===== src/design/lfr_pkg.sv =====
// ---------------------------------------------------------------------------
// lfr_pkg
// Shared types and codes for the streaming literal find/replace core.
// ---------------------------------------------------------------------------
package lfr_pkg;
    localparam int CHAR_W  = 21;
    localparam int COUNT_W = 16;

    localparam logic [1:0] OP_LOAD_SEARCH  = 2'd0;
    localparam logic [1:0] OP_LOAD_REPLACE = 2'd1;
    localparam logic [1:0] OP_STREAM       = 2'd2;
    localparam logic [1:0] OP_END          = 2'd3;

    localparam logic [1:0] REG_SEARCH_LEN  = 2'd0;
    localparam logic [1:0] REG_REPLACE_LEN = 2'd1;
    localparam logic [1:0] REG_MAX_REPL    = 2'd2;

    typedef logic [CHAR_W-1:0] t_char;

    // Shift and load control fed to every pending cell.
    typedef struct packed {
        logic  shift;    // move every cell down by one
        logic  load;     // write new char into the target cell
        t_char load_char;
    } t_cell_ctl;
endpackage


===== src/design/lfr_cell.sv =====
// ---------------------------------------------------------------------------
// lfr_cell
// One pending-buffer cell: holds a char, compares it to its search char.
// ---------------------------------------------------------------------------
module lfr_cell
    import lfr_pkg::*;
(
    input  logic      i_clk,
    input  t_cell_ctl i_ctl,
    input  logic      i_target,   // this cell receives the load
    input  t_char     i_next_char, // neighbor above
    input  t_char     i_search_char,
    output t_char     o_char,
    output logic      o_eq
);
    t_char r_char;
    t_char n_char;

    always_comb begin
        n_char = r_char;
        if (i_ctl.load && i_target) begin
            n_char = i_ctl.load_char;
        end else if (i_ctl.shift) begin
            n_char = i_next_char;
        end
    end

    always_ff @(posedge i_clk) begin
        r_char <= n_char;
    end

    assign o_char = r_char;
    assign o_eq   = (r_char == i_search_char);
endmodule


===== src/design/literal_find_replace_stream_core.sv =====
// ---------------------------------------------------------------------------
// literal_find_replace_stream_core
// Streaming literal search and replace over code points.
// ---------------------------------------------------------------------------
// Pending chars sit in a row of MAX_SEARCH cells. Each cell compares its
// char with the search char at its position, and the row shifts down one
// place per output beat taken from the row. One item is taken at a time.
// A stream char that arrives while replacing is off enters the row, and the
// row is then flushed one beat at a time. An end item flushes the row, or
// emits the replacement or an end marker. A stream char that arrives while
// replacing is on enters the row, is compared in the check state, and only
// then are any beats emitted. A char that only joins the pending row passes
// through the check state and emits nothing. Each beat waits in the output
// register while the receiver stalls.
// ---------------------------------------------------------------------------
module literal_find_replace_stream_core
    import lfr_pkg::*;
#(
    parameter int MAX_SEARCH  = 16,
    parameter int MAX_REPLACE = 32
)(
    input  logic         i_clk,
    input  logic         i_rst_n,
    input  logic         i_valid,
    output logic         o_ready,
    input  logic [1:0]   i_opcode,
    input  logic [4:0]   i_slot,
    input  logic [20:0]  i_code_point,
    output logic         o_valid,
    input  logic         i_ready,
    output logic [20:0]  o_out_char,
    output logic         o_char_valid,
    output logic         o_run_last,
    output logic [15:0]  o_matches_so_far,
    input  logic         i_cfg_we,
    input  logic [1:0]   i_cfg_index,
    input  logic [15:0]  i_cfg_data
);
    localparam int SW = $clog2(MAX_SEARCH + 1);
    localparam int RW = $clog2(MAX_REPLACE + 1);
    localparam int SI = (MAX_SEARCH > 1) ? $clog2(MAX_SEARCH) : 1;
    localparam int RI = (MAX_REPLACE > 1) ? $clog2(MAX_REPLACE) : 1;

    localparam logic [2:0] ST_IDLE  = 3'd0;
    localparam logic [2:0] ST_CHECK = 3'd1;  // stream char placed, decide
    localparam logic [2:0] ST_DRAIN = 3'd2;  // emit head until prefix again
    localparam logic [2:0] ST_REPL  = 3'd3;  // emit replacement
    localparam logic [2:0] ST_FLUSH = 3'd4;  // emit all pending
    localparam logic [2:0] ST_MARK  = 3'd5;  // end marker

    logic [4:0]    r_search_len;
    logic [5:0]    r_replace_len;
    logic [15:0]   r_max;
    logic [2:0]    r_state;
    logic [SW-1:0] r_pcount;
    logic [15:0]   r_total;
    logic          r_seen;
    logic          r_is_end;    // current item is an end of string
    logic [RW-1:0] r_ridx;

    t_char r_search [MAX_SEARCH];
    t_char r_replace [MAX_REPLACE];

    // output register
    logic        r_ov;
    t_char       r_oc;
    logic        r_ocv, r_ol;
    logic [15:0] r_ocnt;

    // effective lengths
    logic [SW-1:0] len;
    logic [RW-1:0] rlen;
    assign len  = (32'(r_search_len) > MAX_SEARCH) ? SW'(MAX_SEARCH) :
                  SW'(r_search_len);
    assign rlen = (32'(r_replace_len) > MAX_REPLACE) ? RW'(MAX_REPLACE) :
                  RW'(r_replace_len);

    always_ff @(posedge i_clk) begin
        if (!i_rst_n) begin
            r_search_len  <= '0;
            r_replace_len <= '0;
            r_max         <= '0;
        end else if (i_cfg_we) begin
            case (i_cfg_index)
                REG_SEARCH_LEN:  r_search_len  <= i_cfg_data[4:0];
                REG_REPLACE_LEN: r_replace_len <= i_cfg_data[5:0];
                REG_MAX_REPL:    r_max         <= i_cfg_data;
                default: ;
            endcase
        end
    end

    // ---- cells
    t_cell_ctl cell_ctl;
    t_char     cell_char [MAX_SEARCH];
    logic      cell_eq   [MAX_SEARCH];
    logic [SI-1:0] tgt_idx;

    genvar g;
    generate
        for (g = 0; g < MAX_SEARCH; g++) begin : g_cell
            t_char up;
            if (g == MAX_SEARCH - 1) begin : g_top
                assign up = cell_char[g];
            end else begin : g_mid
                assign up = cell_char[g+1];
            end
            lfr_cell u_cell (
                .i_clk        (i_clk),
                .i_ctl        (cell_ctl),
                .i_target     (tgt_idx == SI'(g)),
                .i_next_char  (up),
                .i_search_char(r_search[g]),
                .o_char       (cell_char[g]),
                .o_eq         (cell_eq[g])
            );
        end
    endgenerate

    // prefix check over pending count
    logic is_prefix;
    always_comb begin
        is_prefix = 1'b1;
        for (int k = 0; k < MAX_SEARCH; k++) begin
            if (SW'(k) < r_pcount && !cell_eq[k]) is_prefix = 1'b0;
        end
    end

    // same check on the row as it stands after one shift
    logic is_prefix_sh;
    always_comb begin
        is_prefix_sh = 1'b1;
        for (int k = 0; k < MAX_SEARCH - 1; k++) begin
            if (SW'(k + 1) < r_pcount && cell_char[k+1] != r_search[k])
                is_prefix_sh = 1'b0;
        end
    end

    logic in_acc, out_free;
    logic enabled;
    assign in_acc   = i_valid && o_ready;
    assign out_free = !r_ov || i_ready;
    assign o_ready  = (r_state == ST_IDLE) && out_free;
    assign enabled  = (len != '0) && ((r_max == '0) || (r_total < r_max));

    logic [2:0]    n_state;
    logic [SW-1:0] n_pcount;
    logic [15:0]   n_total;
    logic          n_seen, n_is_end;
    logic [RW-1:0] n_ridx;
    logic          emit;
    t_char         emit_char;
    logic          emit_cv, emit_last;

    always_comb begin
        n_state   = r_state;
        n_pcount  = r_pcount;
        n_total   = r_total;
        n_seen    = r_seen;
        n_is_end  = r_is_end;
        n_ridx    = r_ridx;
        cell_ctl  = '0;
        tgt_idx   = r_pcount[SI-1:0];
        emit      = 1'b0;
        emit_char = '0;
        emit_cv   = 1'b1;
        emit_last = 1'b0;
        case (r_state)
            ST_IDLE: begin
                if (in_acc) begin
                    case (i_opcode)
                        OP_STREAM: begin
                            n_seen = 1'b1;
                            n_is_end = 1'b0;
                            cell_ctl.load_char = i_code_point;
                            cell_ctl.load = 1'b1;
                            if (32'(r_pcount) >= MAX_SEARCH) begin
                                tgt_idx  = SI'(MAX_SEARCH - 1);
                                n_pcount = SW'(MAX_SEARCH);
                            end else begin
                                n_pcount = r_pcount + SW'(1);
                            end
                            n_state = enabled ? ST_CHECK : ST_FLUSH;
                        end
                        OP_END: begin
                            n_is_end = 1'b1;
                            n_ridx = '0;
                            if (!r_seen && len == '0) begin
                                n_total = 16'd1;
                                n_state = (rlen == '0) ? ST_MARK : ST_REPL;
                            end else begin
                                n_state = (r_pcount == '0) ? ST_MARK : ST_FLUSH;
                            end
                        end
                        default: ;
                    endcase
                end
            end
            ST_CHECK: begin
                if (r_pcount == len && is_prefix) begin
                    n_pcount = '0;
                    n_total  = (r_total != 16'hFFFF) ? r_total + 16'd1 : r_total;
                    n_ridx   = '0;
                    n_state  = (rlen == '0) ? ST_IDLE : ST_REPL;
                end else if (r_pcount < len && is_prefix) begin
                    n_state = ST_IDLE;
                end else begin
                    n_state = ST_DRAIN;
                end
            end
            ST_DRAIN: begin
                if (out_free) begin
                    emit = 1'b1;
                    emit_char = cell_char[0];
                    cell_ctl.shift = 1'b1;
                    n_pcount = r_pcount - SW'(1);
                    // last when the shifted row is empty or a proper prefix
                    emit_last = (r_pcount == SW'(1)) ||
                                ((r_pcount - SW'(1)) < len && is_prefix_sh);
                    if (emit_last) n_state = ST_IDLE;
                end
            end
            ST_REPL: begin
                if (out_free) begin
                    emit = 1'b1;
                    emit_char = r_replace[r_ridx[RI-1:0]];
                    n_ridx = r_ridx + RW'(1);
                    if (r_ridx + RW'(1) == rlen) begin
                        emit_last = 1'b1;
                        n_state = ST_IDLE;
                        if (r_is_end) begin
                            n_total = '0;
                            n_seen = 1'b0;
                            n_pcount = '0;
                        end
                    end
                end
            end
            ST_FLUSH: begin
                if (out_free) begin
                    emit = 1'b1;
                    emit_char = cell_char[0];
                    cell_ctl.shift = 1'b1;
                    n_pcount = r_pcount - SW'(1);
                    if (r_pcount == SW'(1)) begin
                        emit_last = 1'b1;
                        n_state = ST_IDLE;
                        if (r_is_end) begin
                            n_total = '0;
                            n_seen = 1'b0;
                        end
                    end
                end
            end
            ST_MARK: begin
                if (out_free) begin
                    emit = 1'b1;
                    emit_cv = 1'b0;
                    emit_last = 1'b1;
                    n_state = ST_IDLE;
                    n_total = '0;
                    n_seen = 1'b0;
                    n_pcount = '0;
                end
            end
            default: n_state = ST_IDLE;
        endcase
    end

    always_ff @(posedge i_clk) begin
        if (!i_rst_n) begin
            r_state  <= ST_IDLE;
            r_pcount <= '0;
            r_total  <= '0;
            r_seen   <= 1'b0;
            r_is_end <= 1'b0;
            r_ridx   <= '0;
            r_ov     <= 1'b0;
        end else begin
            r_state  <= n_state;
            r_pcount <= n_pcount;
            r_total  <= n_total;
            r_seen   <= n_seen;
            r_is_end <= n_is_end;
            r_ridx   <= n_ridx;
            if (emit) begin
                r_ov <= 1'b1;
            end else if (i_ready) begin
                r_ov <= 1'b0;
            end
        end
    end

    // count shown with each beat is the total after the item
    always_ff @(posedge i_clk) begin
        if (emit) begin
            r_oc   <= emit_char;
            r_ocv  <= emit_cv;
            r_ol   <= emit_last;
            r_ocnt <= r_total;
        end
    end

    assign o_valid          = r_ov;
    assign o_out_char       = r_oc;
    assign o_char_valid     = r_ocv;
    assign o_run_last       = r_ol;
    assign o_matches_so_far = r_ocnt;

    // stores
    always_ff @(posedge i_clk) begin
        if (in_acc && i_opcode == OP_LOAD_SEARCH && 32'(i_slot) < MAX_SEARCH)
            r_search[SI'(i_slot)] <= i_code_point;
        if (in_acc && i_opcode == OP_LOAD_REPLACE && 32'(i_slot) < MAX_REPLACE)
            r_replace[RI'(i_slot)] <= i_code_point;
    end
endmodule


===== config.mk =====
export PLATFORM = sky130hd
export DESIGN_NAME = literal_find_replace_stream_core
export DESIGN_NICKNAME = d
export VERILOG_FILES = /design/src/design/lfr_pkg.sv /design/src/design/lfr_cell.sv /design/src/design/literal_find_replace_stream_core.sv
export SDC_FILE = /design/constraint.sdc
export NUM_CORES = 2
export LEC_CHECK = 0
export BUFFER_PORTS_ARGS = -buffer_cell sky130_fd_sc_hd__buf_4
export CAP_MARGIN = 20
export CORE_MARGIN = 2
export CORE_UTILIZATION = 27
export CTS_CLUSTER_SIZE = 40
export DETAILED_ROUTE_END_ITERATION = 10
export MAX_ROUTING_LAYER = met4
export PLACE_DENSITY = 0.5
export RECOVER_POWER = 50
export REMOVE_ABC_BUFFERS = 1
export SKIP_CTS_REPAIR_TIMING = 1
export SYNTH_ARGS = -nofsm -noshare
export SYNTH_HDL_FRONTEND = slang
export SYNTH_SLANG_ARGS = --single-unit

===== constraint.sdc =====
create_clock -name i_clk -period 7.6 [get_ports i_clk]
set_input_delay 0.76 -clock i_clk [delete_from_list [all_inputs] [get_ports i_clk]]
set_output_delay 0.76 -clock i_clk [all_outputs]
set_load 0.02 [all_outputs]

### After elaboration in Yosys (flattened, before gate mapping)

Memories as Yosys holds them, arrays and structs flattened. A register that Yosys moved wholly into a read port is not among the register bits.
Index checks and enable logic that the tools add are counted.

| storage, ports and cells | value |
|---|---|
| register bits | 435 |
| RAM bits | 1,008 |
| output and inout port bits | 41 |
| word-level logic and storage cells | 399 |
| memories | 2 |

| cells by class | value |
|---|---|
| add/subtract/negate cells | 4 |
| magnitude comparators | 23 |
| equal/unequal tests | 76 |
| muxes and demuxes | 145 |
| reduce and logical (&&, ||, !) cells | 119 |

Memories:

| memory | depth | width | rd ports | clocked after memory_dff | wr ports | line | source |
|---|---|---|---|---|---|---|---|
| r_replace | 32 | 21 | 1 | 1 | 1 | literal_find_replace_stream_core.sv:62 | `t_char r_replace [MAX_REPLACE];` |
| r_search | 16 | 21 | 16 | 0 | 1 | literal_find_replace_stream_core.sv:61 | `t_char r_search [MAX_SEARCH];` |

Operators by type and width:

| operator | count |
|---|---|
| 21-bit two-way mux | 32 |
| 21-bit equality test | 16 |
| 21-bit inequality test | 15 |
| 16-bit two-way mux | 11 |
| 16-bit one-hot mux with 5 select lines | 1 |
| 22-bit two-way mux | 3 |
| 5-bit two-way mux | 12 |
| 1-bit logical AND | 57 |
| 1-bit two-way mux | 55 |
| 21-bit one-hot mux with 2 select lines | 1 |
| 4-bit by 5-bit < comparator with 1-bit output (first input constant) | 8 |
| 2-bit nonzero test | 17 |
| 3-bit two-way mux | 11 |
| 4-bit equality test (second input constant) | 8 |
| 6-bit two-way mux | 5 |
| 5-bit one-hot mux with 5 select lines | 1 |
| 2-bit inequality test (second input constant) | 11 |
| 3-bit by 5-bit < comparator with 1-bit output (first input constant) | 4 |
| 1-bit logical NOT | 18 |
| 3-bit one-hot mux with 6 select lines | 1 |
| 6-bit one-hot mux with 3 select lines | 1 |
| 9-bit AND reduction | 2 |
| 16-bit by 1-bit adder with 16-bit output (second input constant) | 1 |
| 4-bit by 3-bit equality test with 1-bit output (second input constant) | 4 |
| 46 further kinds | 72 |

### Logic depth before layout (Yosys ltp)

An unclocked memory read counts as a cell.

| logic depth | value |
|---|---|
| depth after elaboration | 25 |
| mapped depth | 14 |
| gate-level depth less buffers | 13 |

### Cells and area by module

Synthesis repeated with hierarchy kept, for this count alone.

| unflattened totals | value |
|---|---|
| cells, all modules | 3,668 |
| area, all modules | 62,966.6 µm² |

Modules (own cells, without submodules):

| module | instances | cells an instance | area each (µm²) |
|---|---|---|---|
| literal_find_replace_stream_core | 1 | 2,484 | 45,049.5 |
| lfr_cell | 16 | 74 | 1,119.8 |

### Worst setup path after synthesis

No wires, ideal clock.

| timing path | value |
|---|---|
| path type | input -> register |
| start | in i_ready |
| end | reg g_cell[15].u_cell.r_char[0], enable pin |
| arrival time | 2.974 ns |
| slack | 4.200 ns |
| cell stages on the path | 5 |
| cell sequence | nor2b_1 > buf_2 > nor2_2 > nand3_1 > nor3_1 |

| between the ends | value |
|---|---|
| cells in the longest elaborated chain, start to end | 7 |
| elaborated cells on any way between the ends | 9 |
| those cells by class | eq/ne (1); mux (4); reduce/logical (4) |

Ends and longest elaborated chain:

| what | line | source |
|---|---|---|
| from (decl) | literal_find_replace_stream_core.sv:30 | `input logic i_ready,` |
| 1-bit logical OR * | literal_find_replace_stream_core.sv:142 | `assign out_free = !r_ov \|\| i_ready;` |
| 1-bit logical AND * | literal_find_replace_stream_core.sv:143 | `assign o_ready = (r_state == ST_IDLE) && out_free;` |
| via o_ready | literal_find_replace_stream_core.sv:25 | `output logic o_ready,` |
| 1-bit logical AND * | literal_find_replace_stream_core.sv:141 | `assign in_acc = i_valid && o_ready;` |
| 4-bit two-way mux | literal_find_replace_stream_core.sv:170 | `if (in_acc) begin` |
| 4-bit two-way mux | literal_find_replace_stream_core.sv:168 | `case (r_state)` |
| 4-bit equality test | literal_find_replace_stream_core.sv:111 | `.i_target (tgt_idx == SI'(g)),` |
| 1-bit logical AND * | lfr_cell.sv:21 | `if (i_ctl.load && i_target) begin` |
| to (signal assigned) | lfr_cell.sv:29 | `r_char <= n_char;` |
| to (decl) | lfr_cell.sv:16 | `t_char r_char;` |

The timed path passes the listed nets; every way through them passes the cells marked *.
A chain may end at the register's enable or synchronous reset.

### Worst setup path in the final report

| timing path | value |
|---|---|
| start | in i_code_point[20] |
| end | reg g_cell[8].u_cell.r_char[20], data pin |

| between the ends | value |
|---|---|
| cells in the longest elaborated chain, start to end | 4 |

Ends and longest elaborated chain:

| what | line | source |
|---|---|---|
| from (decl) | literal_find_replace_stream_core.sv:28 | `input logic [20:0] i_code_point,` |
| 22-bit two-way mux | literal_find_replace_stream_core.sv:171 | `case (i_opcode)` |
| 22-bit two-way mux | literal_find_replace_stream_core.sv:170 |  |
| 22-bit two-way mux | literal_find_replace_stream_core.sv:168 |  |
| 21-bit two-way mux | lfr_cell.sv:21 |  |
| via g_cell[8].u_cell.n_char[20] | lfr_cell.sv:17 | `t_char n_char;` |
| to (signal assigned) | lfr_cell.sv:29 |  |
| to (decl) | lfr_cell.sv:16 |  |

The timed path passes the listed nets, and every way through them passes these cells.

==> impl_metrics.toml <==
[placement]
place_ws_ns = 3.416
place_inst = 7058
gp_congestion = 0.9299
port_buffers = 91
dp_hpwl_mm = 130.4

[finish]
final_common_cell = "edfxtp_1"
fin_util_pct = 31.20
area_growth_pct = 15.16
final_cell_mix = "edfxtp_1 (1,383), xnor2_1 (478), nand2_1 (463)"
drive_above_1_share_pct = 12.99
fin_cells = 7347
fin_nets = 4271

[pwr]
powerDensity_mw_per_mm2 = 310.8
power_leakage_nw = 22.20
vdd_drop_max_v = 0.0001839
p_sw_share_pct = 30.06
power_switching_w = 0.006697
combPwrFrac_pct = 16.8
power_w = 0.02228
pwr-share-clk_pct = 34.2
internal_power_w = 0.01558
pwr-share-seq_pct = 49.0

[clocking]
cts.clk_slew.worst_paths_ns = 0.06
cts.htree.levels = 4
tritoncts = "yes"
cts.path.max_buffers = 3
insertion_delay_ns = 0.81
cts_root_buf = "clkbuf_16"
clkSinkCount = 1448
numCtsBuffers = 153

[synth]
synth-edff-count = 1383
ys_ff_latch = 1448
syn_avg_cell_area_um2 = 15.43
synth_ff_type = "edfxtp_1"
yosysWarningCount = 0
yosysUniqueCellTypes = 73
async_flop_share_pct = 0
syn_area_mm2 = 0.06223
seq_area_frac_synth_pct = 68.82
postSynthCellCount = 4034

[setup_path]
arrival_ns = 6.50
start_kind = "input port"
path_max_fanout = 50
cp-end-kind = "flip-flop"
cp.required_ns = 8.21
path_class = "input port to flip-flop"

[grt]
antenna_found_initial = 26
grt_max_degree = 127
grt_pass1_vias = 36022
grt_overflow = 0
grt_pass1_wl_mm = 279.3
grtUsageTotal_pct = 17.10

[timing]
min_period_over_period_pct = 77.54
fmax_mhz = 169.7
hold_viol_final = 0
finalCriticalPeriod_ns = 5.893
final_max_slew_viol_count = 1293
skew_ns = 0.03548
holdWs_ns = 0.2095
worstMarginPinSlew_ns = 4.294
relSlewSlack_pct = -186.3
setup_viol = 0
layout_setup_ws_ns = 1.707
rsz0062_at_grt = "no"

[floorplanning]
fp.dieW_um = 484.1
start_util_pct = 27.10
io_pins = 92
die-area_mm2 = 0.2343
rows = 176
core_mm2 = 0.2297
die_h_um = 484.1

[drt]
ant_nets = 0
route.detailed.drc = 0
top_layer_used = "met4"
drt-pass1-iter-count = 5
wl_met2_mm = 94.24
via_per_inst = 4.874
wl_met1_mm = 85.40
num_vias = 35809
drtIter0Drc = 3965
routed_wl_mm = 198.2
wl_met3_mm = 12.33
wl_per_cell_um = 26.98

[run_status]
violations = "capacitance limit, slew limit"
status = "complete, but fails checks"

[job]
drv_cap = 36

[hold_path]
hold_path.class = "input port to flip-flop"
-- layout make-up --
cell class,instances,area (um^2)
fillers,22646,158000
clock buffers,192,4048
diodes,11,27.53
repair buffers,177,1041
clock inverters,84,960.9
multi-input cells,2357,18760
flip-flops and latches,1448,42840
inverters,52,195.2
well taps,3026,3786
-- layer usage --
layer  global-route usage (%)  up-vias
met5                        -        -
met4                    5.288        0
met3                    2.711      304
met1                    22.38    18570
li1                         -    15647
met2                    27.27     1288
-- state kept, by name (all words and copies together), names as in the netlist, named ones only --
| name | count |
|---|---|
| r_replace | 672 |
| g_cell.u_cell.o_char | 336 |
| r_search | 336 |
| o_out_char | 21 |
| o_matches_so_far | 16 |
| r_max | 16 |
| r_total | 16 |
| r_replace_len | 6 |
| r_ridx | 6 |
| r_pcount | 5 |
| r_search_len | 5 |
| r_state | 3 |
| o_char_valid | 1 |
| o_run_last | 1 |
| o_valid | 1 |
| r_is_end | 1 |
| r_seen | 1 |
-- through the flow --
step           instance area [um^2]  TNS [ns]
3_3_place_gp                  66840         0
3_5_place_dp                  67150         0
4_1_cts                       72160         0
6_report                      71670         0
2_1_floorplan                 61520    -18.79
5_1_grt                       71660         0
-- cells by family after synthesis --
family          after synthesis  synth area share [%]
buf+inv                     229                 1.462
xor+xnor                    659                 9.297
mux                         268                 8.565
simple gates                911                 6.828
flops                      1448                 68.82
compound gates              488                 4.401
fa+ha+maj                    31                0.6233
-- critical path: stages --
cell,delay (ns)
clkbuf_1,2.85
nand3_1,1.90
buf_4,0.61
o21ai_0,0.28
-- path summary, 6_finish.rpt --
| check | start | endpoint | slack [ns] | depth (start not counted) |
|---|---|---|---|---|
| hold reg to reg | r_max[2] | r_max[2] | 0.47 | 2 |
| setup / recovery | i_code_point[20] | g_cell[8].u_cell.o_char[20] | 1.71 | 4 |
| setup reg to reg | flip-flop | o_out_char[10] | 2.32 | 5 |
| hold / removal | i_cfg_data[15] | r_max[15] | 0.21 | 3 |
-- synthesized netlist by cell type (3+ instances only) --
cell | number | area [um^2]
o211ai_1 | 3 | 22.52
o21ai_0 | 343 | 1717
and2_1 | 7 | 43.79
nor3_1 | 32 | 160.2
nand2_1 | 463 | 1738
mux2_2 | 15 | 168.9
o21a_1 | 7 | 52.55
dfxtp_1 | 65 | 1301
nor2_1 | 94 | 352.8
buf_2 | 22 | 110.1
edfxtp_1 | 1383 | 41530
nand4_1 | 110 | 688.2
a211oi_1 | 9 | 67.56
nor2b_1 | 13 | 81.33
nand3b_1 | 4 | 30.03
mux2i_1 | 42 | 420.4
a31oi_1 | 3 | 18.77
a21o_1 | 8 | 60.06
a21oi_1 | 58 | 290.3
inv_1 | 50 | 187.7
a32oi_1 | 3 | 26.28
ha_1 | 31 | 387.9
o2111ai_1 | 4 | 35.03
and3_1 | 5 | 31.28
nor4_1 | 76 | 475.5
and4_1 | 3 | 26.28
clkbuf_1 | 139 | 521.8
nand2b_1 | 14 | 87.58
xor2_1 | 180 | 1577
a221oi_1 | 4 | 35.03
buf_1 | 12 | 45.04
mux4_2 | 210 | 4730
nand3_1 | 72 | 360.4
a41oi_1 | 18 | 157.7
nand4b_1 | 6 | 52.55
xnor2_1 | 478 | 4187
-- power groups by stage --
stage / registers [W] / logic [W] / clock network, W
after global routing: 0.0110 / 0.00404 / 0.00803
after CTS: 0.0109 / 0.00380 / 0.00775
after global placement: 0.0111 / 0.00379 / 0
final: 0.0109 / 0.00373 / 0.00762
after floorplan: 0.0108 / 0.00220 / 0
after detailed placement: 0.0111 / 0.00378 / 0
Note: power is estimated with default switching activity, not from simulation.
